$ cat config.mk
export PLATFORM = sky130hd
export DESIGN_NAME = distributed_dfs_token_node_flat
export DESIGN_NICKNAME = d
export VERILOG_FILES = /design/src/design/dtn_pkg.sv /design/src/design/dtn_if.sv /design/src/design/distributed_dfs_token_node.sv /design/src/design/dtn_mod_unit.sv /design/src/flat_wrapper.sv
export SDC_FILE = /design/constraint.sdc
export NUM_CORES = 1
export LEC_CHECK = 0
export CORE_UTILIZATION = 46
export CTS_CLUSTER_SIZE = 20
export DETAILED_ROUTE_END_ITERATION = 7
export DONT_BUFFER_PORTS = 1
export PLACE_DENSITY_LB_ADDON = 0.2
export SYNTH_ARGS = -nofsm -noshare
export SYNTH_HDL_FRONTEND = slang
export SYNTH_SLANG_ARGS = --single-unit
$ cat constraint.sdc
create_clock -name clk -period 14 [get_ports clk]
set_input_delay 2.8 -clock clk [delete_from_list [all_inputs] [get_ports clk]]
set_output_delay 2.8 -clock clk [all_outputs]
set_load 0.02 [all_outputs]
$ cat src/design/dtn_pkg.sv
`timescale 1ns / 1ps
// Package for the distributed depth-first traversal token node.
// Holds widths, codes, the shared request/response structs and the bit helpers.
// No dependencies; every other design file imports it.
package dtn_pkg;

    localparam int NODES     = 16;
    localparam int MASK_W    = 16;
    localparam int NODE_W    = 4;
    localparam int LFSR_W    = 16;
    localparam int CNT_W     = $clog2(MASK_W + 1);
    localparam int STEP_W    = $clog2(LFSR_W);
    localparam int CFG_IDX_W = 2;
    localparam int CFG_W     = 16;
    localparam int FUNC_W    = 2;

    localparam logic [LFSR_W-1:0] LFSR_TAPS = 16'hB400;

    // Only neighbors numbered below NODES take part.
    localparam logic [MASK_W-1:0] NODE_LIMIT =
        (NODES >= MASK_W) ? {MASK_W{1'b1}} : MASK_W'((64'd1 << NODES) - 64'd1);

    typedef enum logic [CFG_IDX_W-1:0] {
        CFG_NEIGHBOR_MASK = 2'd0,
        CFG_IS_ROOT       = 2'd1,
        CFG_LFSR_SEED     = 2'd2
    } cfg_idx_t;

    typedef enum logic [FUNC_W-1:0] {
        FUNC_START   = 2'd0,
        FUNC_FORWARD = 2'd1,
        FUNC_RETURN  = 2'd2
    } func_t;

    typedef enum logic {
        MSG_FORWARD = 1'b0,
        MSG_RETURN  = 1'b1
    } msg_kind_t;

    typedef struct packed {
        logic              start;
        logic [LFSR_W-1:0] dividend;
        logic [CNT_W-1:0]  divisor;
    } mod_req_t;

    typedef struct packed {
        logic              done;
        logic [NODE_W-1:0] remainder;
    } mod_rsp_t;

    function automatic logic [CNT_W-1:0] popcount(input logic [MASK_W-1:0] m);
        logic [CNT_W-1:0] cnt;
        cnt = '0;
        for (int i = 0; i < MASK_W; i++) begin
            cnt = cnt + CNT_W'(m[i]);
        end
        return cnt;
    endfunction

    // Position of the k-th set bit, counting from bit 0. Each bit compares the
    // count of set bits below it with k, so at most one bit hits.
    function automatic logic [NODE_W-1:0] select_kth(input logic [MASK_W-1:0] m,
                                                     input logic [NODE_W-1:0] k);
        logic [NODE_W-1:0] sel;
        logic [MASK_W-1:0] below;
        sel = '0;
        for (int i = 0; i < MASK_W; i++) begin
            below = m & ((MASK_W'(1) << i) - MASK_W'(1));
            if (m[i] && (popcount(below) == {1'b0, k})) begin
                sel = NODE_W'(i);
            end
        end
        return sel;
    endfunction

endpackage

$ cat src/design/dtn_if.sv
`timescale 1ns / 1ps
// Valid/ready channel interfaces of the token node: incoming events and results.
// Depends on dtn_pkg for field widths.
interface dtn_evt_if
    import dtn_pkg::*;
    ();
    logic              valid;
    logic              ready;
    logic [FUNC_W-1:0] func;
    logic [NODE_W-1:0] source_node;

    modport source (output valid, output func, output source_node, input ready);
    modport sink   (input valid, input func, input source_node, output ready);
endinterface

interface dtn_res_if
    import dtn_pkg::*;
    ();
    logic              valid;
    logic              ready;
    logic              send_valid;
    logic [NODE_W-1:0] dest_node;
    logic              msg_kind;
    logic              finished;
    logic              traversal_done;

    modport source (output valid, output send_valid, output dest_node, output msg_kind,
                    output finished, output traversal_done, input ready);
    modport sink   (input valid, input send_valid, input dest_node, input msg_kind,
                    input finished, input traversal_done, output ready);
endinterface

$ cat src/design/distributed_dfs_token_node.sv
`timescale 1ns / 1ps
// Top level of the distributed depth-first traversal token node.
// Depends on dtn_pkg, dtn_if.sv (channel interfaces) and dtn_mod_unit.
//
//  Channel  Dir  Content
//  evt      in   func, source_node (one event per transfer)
//  result   out  send_valid, dest_node, msg_kind, finished, traversal_done
//  cfg_*    in   write enable, register index, write data (no handshake)
//
// An event with no neighbor pick goes from idle through the write state to the output register.
// A pick adds the pick state, where the modulo unit steps through the LFSR bits one by one.
// One event is in work at a time; evt.ready is high only while the sequencer idles.
// A stalled result is held in the output register; the next event is taken meanwhile.
// Reset loads an empty neighbor mask, a cleared node state and an LFSR of 1.
module distributed_dfs_token_node
    import dtn_pkg::*;
(
    input  logic                 clk,
    input  logic                 rst_n,
    input  logic                 cfg_we,
    input  logic [CFG_IDX_W-1:0] cfg_index,
    input  logic [CFG_W-1:0]     cfg_data,
    dtn_evt_if.sink              evt,
    dtn_res_if.source            result
);

    typedef enum logic [1:0] {
        ST_IDLE,
        ST_PICK,
        ST_WRITE
    } state_t;

    state_t            state_reg, state_next;
    logic [MASK_W-1:0] remaining_reg, remaining_next;
    logic              participated_reg, participated_next;
    logic [NODE_W-1:0] father_reg, father_next;
    logic              has_father_reg, has_father_next;
    logic              done_reg, done_next;
    logic [LFSR_W-1:0] lfsr_reg, lfsr_next;
    logic              is_root_reg, is_root_next;

    logic              res_send_reg, res_send_next;
    logic [NODE_W-1:0] res_dest_reg, res_dest_next;
    logic              res_kind_reg, res_kind_next;
    logic              res_tdone_reg, res_tdone_next;

    logic              out_valid_reg, out_valid_next;
    logic              out_send_reg, out_send_next;
    logic [NODE_W-1:0] out_dest_reg, out_dest_next;
    logic              out_kind_reg, out_kind_next;
    logic              out_finished_reg, out_finished_next;
    logic              out_tdone_reg, out_tdone_next;

    logic              accept;
    logic              pick;
    logic [LFSR_W-1:0] lfsr_step;
    logic [MASK_W-1:0] rm_removed;
    mod_req_t          mod_req;
    mod_rsp_t          mod_rsp;

    dtn_mod_unit u_mod (
        .clk   (clk),
        .rst_n (rst_n),
        .req   (mod_req),
        .rsp   (mod_rsp)
    );

    assign evt.ready  = (state_reg == ST_IDLE);
    assign accept     = evt.valid && evt.ready;
    assign lfsr_step  = lfsr_reg[0] ? ((lfsr_reg >> 1) ^ LFSR_TAPS) : (lfsr_reg >> 1);
    assign rm_removed = remaining_reg & ~(MASK_W'(1) << evt.source_node);

    always_comb
    begin
        state_next        = state_reg;
        remaining_next    = remaining_reg;
        participated_next = participated_reg;
        father_next       = father_reg;
        has_father_next   = has_father_reg;
        done_next         = done_reg;
        lfsr_next         = lfsr_reg;
        is_root_next      = is_root_reg;
        res_send_next     = res_send_reg;
        res_dest_next     = res_dest_reg;
        res_kind_next     = res_kind_reg;
        res_tdone_next    = res_tdone_reg;
        out_valid_next    = out_valid_reg && !result.ready;
        out_send_next     = out_send_reg;
        out_dest_next     = out_dest_reg;
        out_kind_next     = out_kind_reg;
        out_finished_next = out_finished_reg;
        out_tdone_next    = out_tdone_reg;
        pick              = 1'b0;

        if (cfg_we) begin
            case (cfg_index)
                CFG_NEIGHBOR_MASK: remaining_next = cfg_data & NODE_LIMIT;
                CFG_IS_ROOT:       is_root_next   = cfg_data[0];
                CFG_LFSR_SEED:     lfsr_next      = (cfg_data == '0) ? LFSR_W'(1) : cfg_data;
                default:           ;
            endcase
        end

        case (state_reg)
            ST_IDLE:
            begin
                if (accept) begin
                    res_send_next  = 1'b0;
                    res_dest_next  = '0;
                    res_kind_next  = MSG_FORWARD;
                    res_tdone_next = 1'b0;
                    if (!done_reg) begin
                        case (evt.func)
                            FUNC_START:
                            begin
                                if (is_root_reg && !participated_reg) begin
                                    participated_next = 1'b1;
                                    if (remaining_reg != '0) begin
                                        pick = 1'b1;
                                    end else begin
                                        done_next      = 1'b1;
                                        res_tdone_next = 1'b1;
                                    end
                                end
                            end
                            FUNC_FORWARD:
                            begin
                                remaining_next = rm_removed;
                                if (!participated_reg && rm_removed != '0) begin
                                    father_next       = evt.source_node;
                                    has_father_next   = 1'b1;
                                    participated_next = 1'b1;
                                    pick              = 1'b1;
                                end else begin
                                    res_send_next = 1'b1;
                                    res_dest_next = evt.source_node;
                                    res_kind_next = MSG_RETURN;
                                    if (!participated_reg) begin
                                        done_next = 1'b1;
                                    end
                                end
                            end
                            FUNC_RETURN:
                            begin
                                remaining_next = rm_removed;
                                if (rm_removed == '0) begin
                                    if (has_father_reg) begin
                                        res_send_next = 1'b1;
                                        res_dest_next = father_reg;
                                        res_kind_next = MSG_RETURN;
                                    end else begin
                                        res_tdone_next = 1'b1;
                                    end
                                    participated_next = 1'b0;
                                    done_next         = 1'b1;
                                end else begin
                                    pick = 1'b1;
                                end
                            end
                            default: ;
                        endcase
                    end
                    if (pick) begin
                        lfsr_next     = lfsr_step;
                        res_send_next = 1'b1;
                        res_kind_next = MSG_FORWARD;
                        state_next    = ST_PICK;
                    end else begin
                        state_next = ST_WRITE;
                    end
                end
            end
            ST_PICK:
            begin
                if (mod_rsp.done) begin
                    res_dest_next = select_kth(remaining_reg, mod_rsp.remainder);
                    state_next    = ST_WRITE;
                end
            end
            ST_WRITE:
            begin
                if (!out_valid_reg || result.ready) begin
                    out_valid_next    = 1'b1;
                    out_send_next     = res_send_reg;
                    out_dest_next     = res_dest_reg;
                    out_kind_next     = res_kind_reg;
                    out_finished_next = done_reg;
                    out_tdone_next    = res_tdone_reg;
                    state_next        = ST_IDLE;
                end
            end
            default: state_next = ST_IDLE;
        endcase

        // The pick mask is the one left after removing the source, if the event removes one.
        mod_req.start    = pick;
        mod_req.dividend = lfsr_step;
        mod_req.divisor  = popcount(remaining_next);
    end

    always_ff @(posedge clk or negedge rst_n)
    begin
        if (!rst_n) begin
            state_reg        <= ST_IDLE;
            remaining_reg    <= '0;
            participated_reg <= 1'b0;
            father_reg       <= '0;
            has_father_reg   <= 1'b0;
            done_reg         <= 1'b0;
            lfsr_reg         <= LFSR_W'(1);
            is_root_reg      <= 1'b0;
            out_valid_reg    <= 1'b0;
        end else begin
            state_reg        <= state_next;
            remaining_reg    <= remaining_next;
            participated_reg <= participated_next;
            father_reg       <= father_next;
            has_father_reg   <= has_father_next;
            done_reg         <= done_next;
            lfsr_reg         <= lfsr_next;
            is_root_reg      <= is_root_next;
            out_valid_reg    <= out_valid_next;
        end
    end

    always_ff @(posedge clk)
    begin
        res_send_reg     <= res_send_next;
        res_dest_reg     <= res_dest_next;
        res_kind_reg     <= res_kind_next;
        res_tdone_reg    <= res_tdone_next;
        out_send_reg     <= out_send_next;
        out_dest_reg     <= out_dest_next;
        out_kind_reg     <= out_kind_next;
        out_finished_reg <= out_finished_next;
        out_tdone_reg    <= out_tdone_next;
    end

    assign result.valid          = out_valid_reg;
    assign result.send_valid     = out_send_reg;
    assign result.dest_node      = out_dest_reg;
    assign result.msg_kind       = out_kind_reg;
    assign result.finished       = out_finished_reg;
    assign result.traversal_done = out_tdone_reg;

`ifndef NO_ASSERTIONS
    a_done_sticky: assert property (@(posedge clk) disable iff (!rst_n)
        done_reg |=> done_reg)
        else $error("finished flag cleared after finishing");

    a_pick_nonempty: assert property (@(posedge clk) disable iff (!rst_n)
        state_reg == ST_PICK |-> remaining_reg != '0)
        else $error("neighbor pick on an empty mask");

    a_tdone_shape: assert property (@(posedge clk) disable iff (!rst_n)
        result.valid && result.traversal_done |-> result.finished && !result.send_valid)
        else $error("traversal done without finishing or with a send");

    a_mod_done_in_pick: assert property (@(posedge clk) disable iff (!rst_n)
        mod_rsp.done |-> state_reg == ST_PICK)
        else $error("modulo result outside the pick state");
`endif

endmodule

$ cat src/design/dtn_mod_unit.sv
`timescale 1ns / 1ps
// Iterative restoring modulo unit: one dividend bit per cycle.
// Depends on dtn_pkg for the request and response structs.
module dtn_mod_unit
    import dtn_pkg::*;
(
    input  logic     clk,
    input  logic     rst_n,
    input  mod_req_t req,
    output mod_rsp_t rsp
);

    localparam logic [STEP_W-1:0] LAST_STEP = STEP_W'(LFSR_W - 1);

    logic              busy_reg, busy_next;
    logic              done_reg, done_next;
    logic [STEP_W-1:0] step_reg, step_next;
    logic [LFSR_W-1:0] dividend_reg, dividend_next;
    logic [CNT_W-1:0]  divisor_reg, divisor_next;
    logic [CNT_W-1:0]  rem_reg, rem_next;
    logic [CNT_W-1:0]  trial;

    // The remainder stays below the divisor, so its top bit is always clear.
    assign trial = {rem_reg[CNT_W-2:0], dividend_reg[LFSR_W-1]};

    always_comb
    begin
        busy_next     = busy_reg;
        done_next     = 1'b0;
        step_next     = step_reg;
        dividend_next = dividend_reg;
        divisor_next  = divisor_reg;
        rem_next      = rem_reg;
        if (req.start) begin
            busy_next     = 1'b1;
            step_next     = '0;
            dividend_next = req.dividend;
            divisor_next  = req.divisor;
            rem_next      = '0;
        end else if (busy_reg) begin
            rem_next      = (trial >= divisor_reg) ? trial - divisor_reg : trial;
            dividend_next = {dividend_reg[LFSR_W-2:0], 1'b0};
            step_next     = step_reg + STEP_W'(1);
            if (step_reg == LAST_STEP) begin
                busy_next = 1'b0;
                done_next = 1'b1;
            end
        end
    end

    always_ff @(posedge clk or negedge rst_n)
    begin
        if (!rst_n) begin
            busy_reg <= 1'b0;
            done_reg <= 1'b0;
            step_reg <= '0;
        end else begin
            busy_reg <= busy_next;
            done_reg <= done_next;
            step_reg <= step_next;
        end
    end

    always_ff @(posedge clk)
    begin
        dividend_reg <= dividend_next;
        divisor_reg  <= divisor_next;
        rem_reg      <= rem_next;
    end

    assign rsp.done      = done_reg;
    assign rsp.remainder = rem_reg[NODE_W-1:0];

`ifndef NO_ASSERTIONS
    a_start_idle: assert property (@(posedge clk) disable iff (!rst_n)
        req.start |-> !busy_reg)
        else $error("modulo start while busy");

    a_done_after_last: assert property (@(posedge clk) disable iff (!rst_n)
        busy_reg && !req.start && step_reg == LAST_STEP |=> rsp.done && !busy_reg)
        else $error("modulo did not finish after its last step");

    a_rem_below_divisor: assert property (@(posedge clk) disable iff (!rst_n)
        rsp.done |-> rem_reg < divisor_reg)
        else $error("modulo remainder not below divisor");
`endif

endmodule
$ cat src/flat_wrapper.sv
// flat-port wrapper written by rule: the top's interface ports become plain ports
module distributed_dfs_token_node_flat import dtn_pkg::*;
  (clk, rst_n, cfg_we, cfg_index, cfg_data, evt_valid, evt_func, evt_source_node, evt_ready, result_valid, result_send_valid, result_dest_node, result_msg_kind, result_finished, result_traversal_done, result_ready);
  dtn_evt_if evt_i ();
  dtn_res_if result_i ();
  input  logic clk;
  input  logic rst_n;
  input  logic cfg_we;
  input  logic [CFG_IDX_W-1:0] cfg_index;
  input  logic [CFG_W-1:0] cfg_data;
  input wire logic [$bits(evt_i.valid)-1:0] evt_valid;
  input wire logic [$bits(evt_i.func)-1:0] evt_func;
  input wire logic [$bits(evt_i.source_node)-1:0] evt_source_node;
  output wire logic [$bits(evt_i.ready)-1:0] evt_ready;
  output wire logic [$bits(result_i.valid)-1:0] result_valid;
  output wire logic [$bits(result_i.send_valid)-1:0] result_send_valid;
  output wire logic [$bits(result_i.dest_node)-1:0] result_dest_node;
  output wire logic [$bits(result_i.msg_kind)-1:0] result_msg_kind;
  output wire logic [$bits(result_i.finished)-1:0] result_finished;
  output wire logic [$bits(result_i.traversal_done)-1:0] result_traversal_done;
  input wire logic [$bits(result_i.ready)-1:0] result_ready;
  assign evt_i.valid = evt_valid;
  assign evt_i.func = evt_func;
  assign evt_i.source_node = evt_source_node;
  assign evt_ready = evt_i.ready;
  assign result_valid = result_i.valid;
  assign result_send_valid = result_i.send_valid;
  assign result_dest_node = result_i.dest_node;
  assign result_msg_kind = result_i.msg_kind;
  assign result_finished = result_i.finished;
  assign result_traversal_done = result_i.traversal_done;
  assign result_i.ready = result_ready;
  distributed_dfs_token_node u_core (.clk(clk), .rst_n(rst_n), .cfg_we(cfg_we), .cfg_index(cfg_index), .cfg_data(cfg_data), .evt(evt_i), .result(result_i));
endmodule
# ---- Yosys cells after proc, flatten, opt, wreduce, memory -nomap -nowiden
# Cells that the tools add are included.
dict set report totals {
  register_bits 89
  in_bits 29
}
dict set report op_classes {
  addsub 31
  magnitude_cmp 1
  n_eq_ne 28
  shift 1
  n_mux 83
  bitwise 4
  n_reduce_logical 41
}
# op count
set ops {}
lappend ops {{16-bit 2-to-1 mux} 15}
lappend ops {{5-bit by 1-bit adder with 5-bit output} 27}
lappend ops {{4-bit 2-to-1 mux} 17}
lappend ops {{5-bit by 4-bit equality test with 1-bit output} 13}
lappend ops {{1-bit 2-to-1 mux} 33}
lappend ops {{16-bit zero test} 2}
lappend ops {{16-bit nonzero test} 2}
lappend ops {{1-bit logical AND} 19}
lappend ops {{16-bit AND} 1}
lappend ops {{16-bit NOT} 1}
lappend ops {{4-bit case mux with 2 select lines} 2}
lappend ops {{1-bit by 4-bit left shift with 16-bit output, first input constant} 1}
lappend ops {{2-bit 2-to-1 mux} 6}
lappend ops {{3-bit 2-to-1 mux} 4}
lappend ops {{1-bit case mux with 3 select lines} 3}
lappend ops {{2-bit by 1-bit inequality test with 1-bit output, second input constant} 4}
lappend ops {{7-bit AND reduction} 1}
lappend ops {{2-bit by 1-bit equality test with 1-bit output, second input constant} 3}
lappend ops {{2-bit equality test, second input constant} 3}
lappend ops {{2-bit zero test} 3}
lappend ops {{2-bit case mux with 3 select lines} 1}
lappend ops {{2-bit AND reduction} 3}
lappend ops {{3-bit AND reduction} 2}
lappend ops {{5-bit >= comparator} 1}
lappend ops {{16 further kinds} 22}

# ---- Logic depth before layout (Yosys ltp)
dict set report logic_depth {
  ltp_word 22
  ltp_mapped 23
}

# ---- Hierarchy
# A second synthesis with hierarchy kept.
dict set report hier_totals {
  cells_unflattened 713
  area_unflattened_um2 7000.5
}
# module instances cells_each area_per_inst_um2
set modules_own_cells {}
lappend modules_own_cells {distributed_dfs_token_node 1 603 5535.3}
lappend modules_own_cells {dtn_mod_unit 1 110 1465.2}

# ---- Least setup slack after synthesis
# Ideal clock, no wire load.
dict set report synth_path {
  path_kind {input to register}
  start {input port evt_func[0]}
  end {register u_core.u_mod.divisor_reg[4], data pin}
  t_arrival_ps 7390
  t_required_ps 13746
  slack_ps 6356
  stages 18
  path_buffers 1
  cell_sequence {inv_1 > ha_1 > nor2b_1 > a211oi_1 > clkbuf_1 > a22o_1 > ha_1 > inv_1 > fa_1 > fa_1 > inv_1 > fa_1 > fa_1 > fa_1 > inv_1 > fa_1 > nor2b_1 > o21a_1}
}
# element line_no
set synth_lines {}
lappend synth_lines {{start: declaration} flat_wrapper.sv:12} ;# input wire logic [$bits(evt_i.func)-1:0] evt_func;
lappend synth_lines {{end signal: assignment} dtn_mod_unit.sv:67} ;# divisor_reg <= divisor_next;
lappend synth_lines {{end: declaration} dtn_mod_unit.sv:19} ;# logic [CNT_W-1:0] divisor_reg, divisor_next;

==> run summary <==
* **outcome** complete, but fails checks
* **violated checks** design-rule violations
* **min cycle time layout** 8.10 ns
* **Max Clk Rate** 124 MHz
* **count of endpoints failing hold in the final timing report** 0
* **Critical R2R Capture** u_core.res_dest_reg[2]
* **power density normalized to cell area** 257 nW/um2
* **cell at the slowest stage of the critical path** sky130_fd_sc_hd__fa_1
* **CP endpoint kind** flip-flop
* **layout cell share with drive strength beyond 1** 6.39%
* **estimated wirelength of the detail-placed design** 12.1 mm
* **post-synthesis async set-or-reset flop share** 55.1%
* **share of synthesized area occupied by flip-flops and latches** 34.2%
* **# port buffers** 0
* **max-cap viol count** 0
* **detailed-route vias per instance** 5.89
* **clock latency on the worst-skew pair** 0.34 ns
* **endpoints failing setup** 0
* **CP required** 14.09 ns
* **syn_nets** 833
* **Total Nets Final** 814
* **Post CTS Setup Buffer Count** 0
* **Tot Pwr** 1.89 mW
* **Global Route Usage Sum** 21.0%
* **maximum vdd ir drop** 0.194 mV
* **number of cells on the critical path** 19
* **max-slew violation count** 0
* **DRC violation count after routing** 10
* **cell at the root of the clock tree** sky130_fd_sc_hd__clkbuf_16
* **cells along the critical path** inv_1 > ha_1 > nor2b_1 > nand2_1 > o21ai_0 > o21ai_0 > a22o_1 > ha_1 > inv_1 > fa_1 > fa_1 > inv_1 > fa_1 > fa_1 > fa_1 > inv_1 > fa_1 > nor2b_1 > o21a_1
* **routed via count** 5,416
* **Rel. slew slack** 21.2%
* **most common library cell in the layout ignoring fill and taps** sky130_fd_sc_hd__nand2_1
* **source of the critical timing path** evt_func[0]
* **Die Footprint** 15,700 um2
* **crit path kind** input port to flip-flop
* **# clock sinks** 89
* **Wirelength per Cell** 17.3 um
* **number of instances in the synthesized netlist** 749
* **number of cell instances on the worst register-to-register path** 21
* **initial antenna violation count** 0
* **TritonCTS clock tree** yes
* **Least-Margin Pin Slew** 1.17 ns
* **overall overflow remaining after global route** 0
* **largest net degree at the start of global routing** 53
* **count of pins on the block boundary** 39
* **first-pass GRT wire length** 26.5 mm
* **critical path launch point type** input port
* **highest-count cells in the layout ignoring fill and taps** sky130_fd_sc_hd__nand2_1, sky130_fd_sc_hd__nor2_1, sky130_fd_sc_hd__xnor2_1, sky130_fd_sc_hd__dfrtp_1, sky130_fd_sc_hd__o21ai_0
* **largest incremental delay on the critical path** 0.56 ns
* **PnR worst setup slack** 5.90 ns
* **clock slew seen by the registers of the worst setup and hold paths** 0.06 ns
* **setup repair after global routing missed its margin** false
* **Inserted Clock Buffers** 9
* **number of unique standard cell types used by synthesis** 77
* **critical path fanouts, max** 17
* **family with the most delay on the worst path** adder cells
* **LEAKAGE** 3.17 nW
* **Arrival @ worst endpoint** 8.19 ns
* **number of flops mapped to enable cells by yosys** 36
* **total iterations of the first detailed-routing run** 7
* **area of the placeable core** 14,600 um2
* **Initial Util** 47.7%
* **Area growth syn-to-layout** 5.50%
* **fillers** 1,347
* **antenna cells** 0
* **Worst R2R Setup Slack** 6.26 ns
* **Total Routed Length** 15.9 mm
* **post-placement cell area** 7080 um2
* **last element of the critical path** u_core.u_mod.divisor_reg[4]
* **via count of the first global-routing pass** 5,299
* **maximum clock skew at final layout** 0.00930 ns
* **area of the mapped netlist** 6980 um2
* **maximum level of the CTS H-tree** 3
* **Die X-Extent** 125 um
* **number of design-rule violations left by the first detailed-router iteration** 317
* **antenna-violating nets left** 0
* **start of the worst register-to-register path** u_core.remaining_reg[0]
* **flip-flop and latch count after synthesis** 89
* **standard-cell row count** 44
* **post-route cell area** 7360 um2
* **worst-case clock buffer depth** 2
* **most common flop cell mapped by yosys** sky130_fd_sc_hd__dfrtp_1
* **worst min-delay path category** flip-flop to flip-flop
* **setup slack after placement** 5.56 ns
* **average footprint of a synthesized cell** 9.32 um2
* **Top cell by count, worst path** sky130_fd_sc_hd__fa_1
* **Period Utilization, post-route** 57.8%
* **accumulated negative setup slack** 0 ns
* **count of synthesis-stage warnings from yosys** 0
* **number of cells upsized or downsized after cts** 0
* **number of buffers inserted by hold repair at cts** 0
* **height of the chip** 125 um
* **worst path buffer plus inverter count** 4
* **RD Place Congestion** 0.850
## how the worst min path moves through the flow
stage	start	to	depth (start not counted)
floorplan	u_core.res_dest_reg[0]	u_core.result.dest_node[0]	0
global placement	u_core.res_dest_reg[1]	u_core.result.dest_node[1]	0
detailed placement	u_core.res_dest_reg[2]	u_core.result.dest_node[2]	0
CTS	u_core.res_dest_reg[2]	u_core.result.dest_node[2]	0
global route	u_core.res_dest_reg[2]	u_core.result.dest_node[2]	0
finish	u_core.res_dest_reg[2]	u_core.result.dest_node[2]	0
## synthesized netlist by cell type (22+ instances only)
master                     instances  area (um2)
sky130_fd_sc_hd__nand2_1          85         319
sky130_fd_sc_hd__nor2_1           57         214
sky130_fd_sc_hd__xnor2_1          56         490
sky130_fd_sc_hd__dfrtp_1          48        1200
sky130_fd_sc_hd__o21ai_0          44         220
sky130_fd_sc_hd__ha_1             42         526
sky130_fd_sc_hd__inv_1            38         143
sky130_fd_sc_hd__edfxtp_1         36        1080
sky130_fd_sc_hd__clkbuf_1         26        97.6
sky130_fd_sc_hd__a21oi_1          23         115
sky130_fd_sc_hd__xor2_1           23         201
sky130_fd_sc_hd__nand3_1          22         110
## final cells by class
class | instances | area [um2] | area share [%]
clock inverter | 5 | 40.0 | 0.544
timing repair buffer | 4 | 30.0 | 0.408
inverter | 38 | 143 | 1.94
multi-input combinational | 588 | 4290 | 58.3
tap | 184 | 230 | 3.13
clock buffer | 11 | 243 | 3.30
sequential | 89 | 2390 | 32.4
## metrics by stage
| step | utilization, % | hold slack [ns] | std cells |
|---|---|---|---|
| after CTS | 50.3 | 0.420 | 919 |
| final | 50.3 | 0.418 | 919 |
| after floorplan | - | 0.400 | 749 |
| after global routing | 50.3 | 0.424 | 919 |
| after detailed placement | 48.4 | 0.406 | 903 |
| after global placement | 48.4 | 0.400 | 903 |
## cells by family (layout without fill, tap and decap cells)
kind of cell,after synthesis,in the layout,share of synthesized area [%]
buffers and inverters,72,58,4.32
adder cells (fa/ha/maj),55,55,11.3
flip-flops,89,89,34.2
XOR/XNOR,88,88,12.5
AO/OA/AOI/OAI,148,148,14.4
multiplexers,32,32,4.79
AND/OR/NAND/NOR,265,265,18.5
## power breakdown
part	internal, mW	switching (mW)
sequential	0.306	0.0292
combinational	0.594	0.736
clock	0.126	0.100
total	1.03	0.866
## layer usage
metal | global-route usage (%) | vias to the layer above | share of wire, %
li1 | - | 2631 | -
met1 | 27.2 | 2605 | 46
met2 | 35.9 | 151 | 48
met3 | 3.77 | 29 | 4.5
met4 | 5.95 | 0 | 2.0
met5 | 0 | - | 0
(Power assumes the default switching activity.)
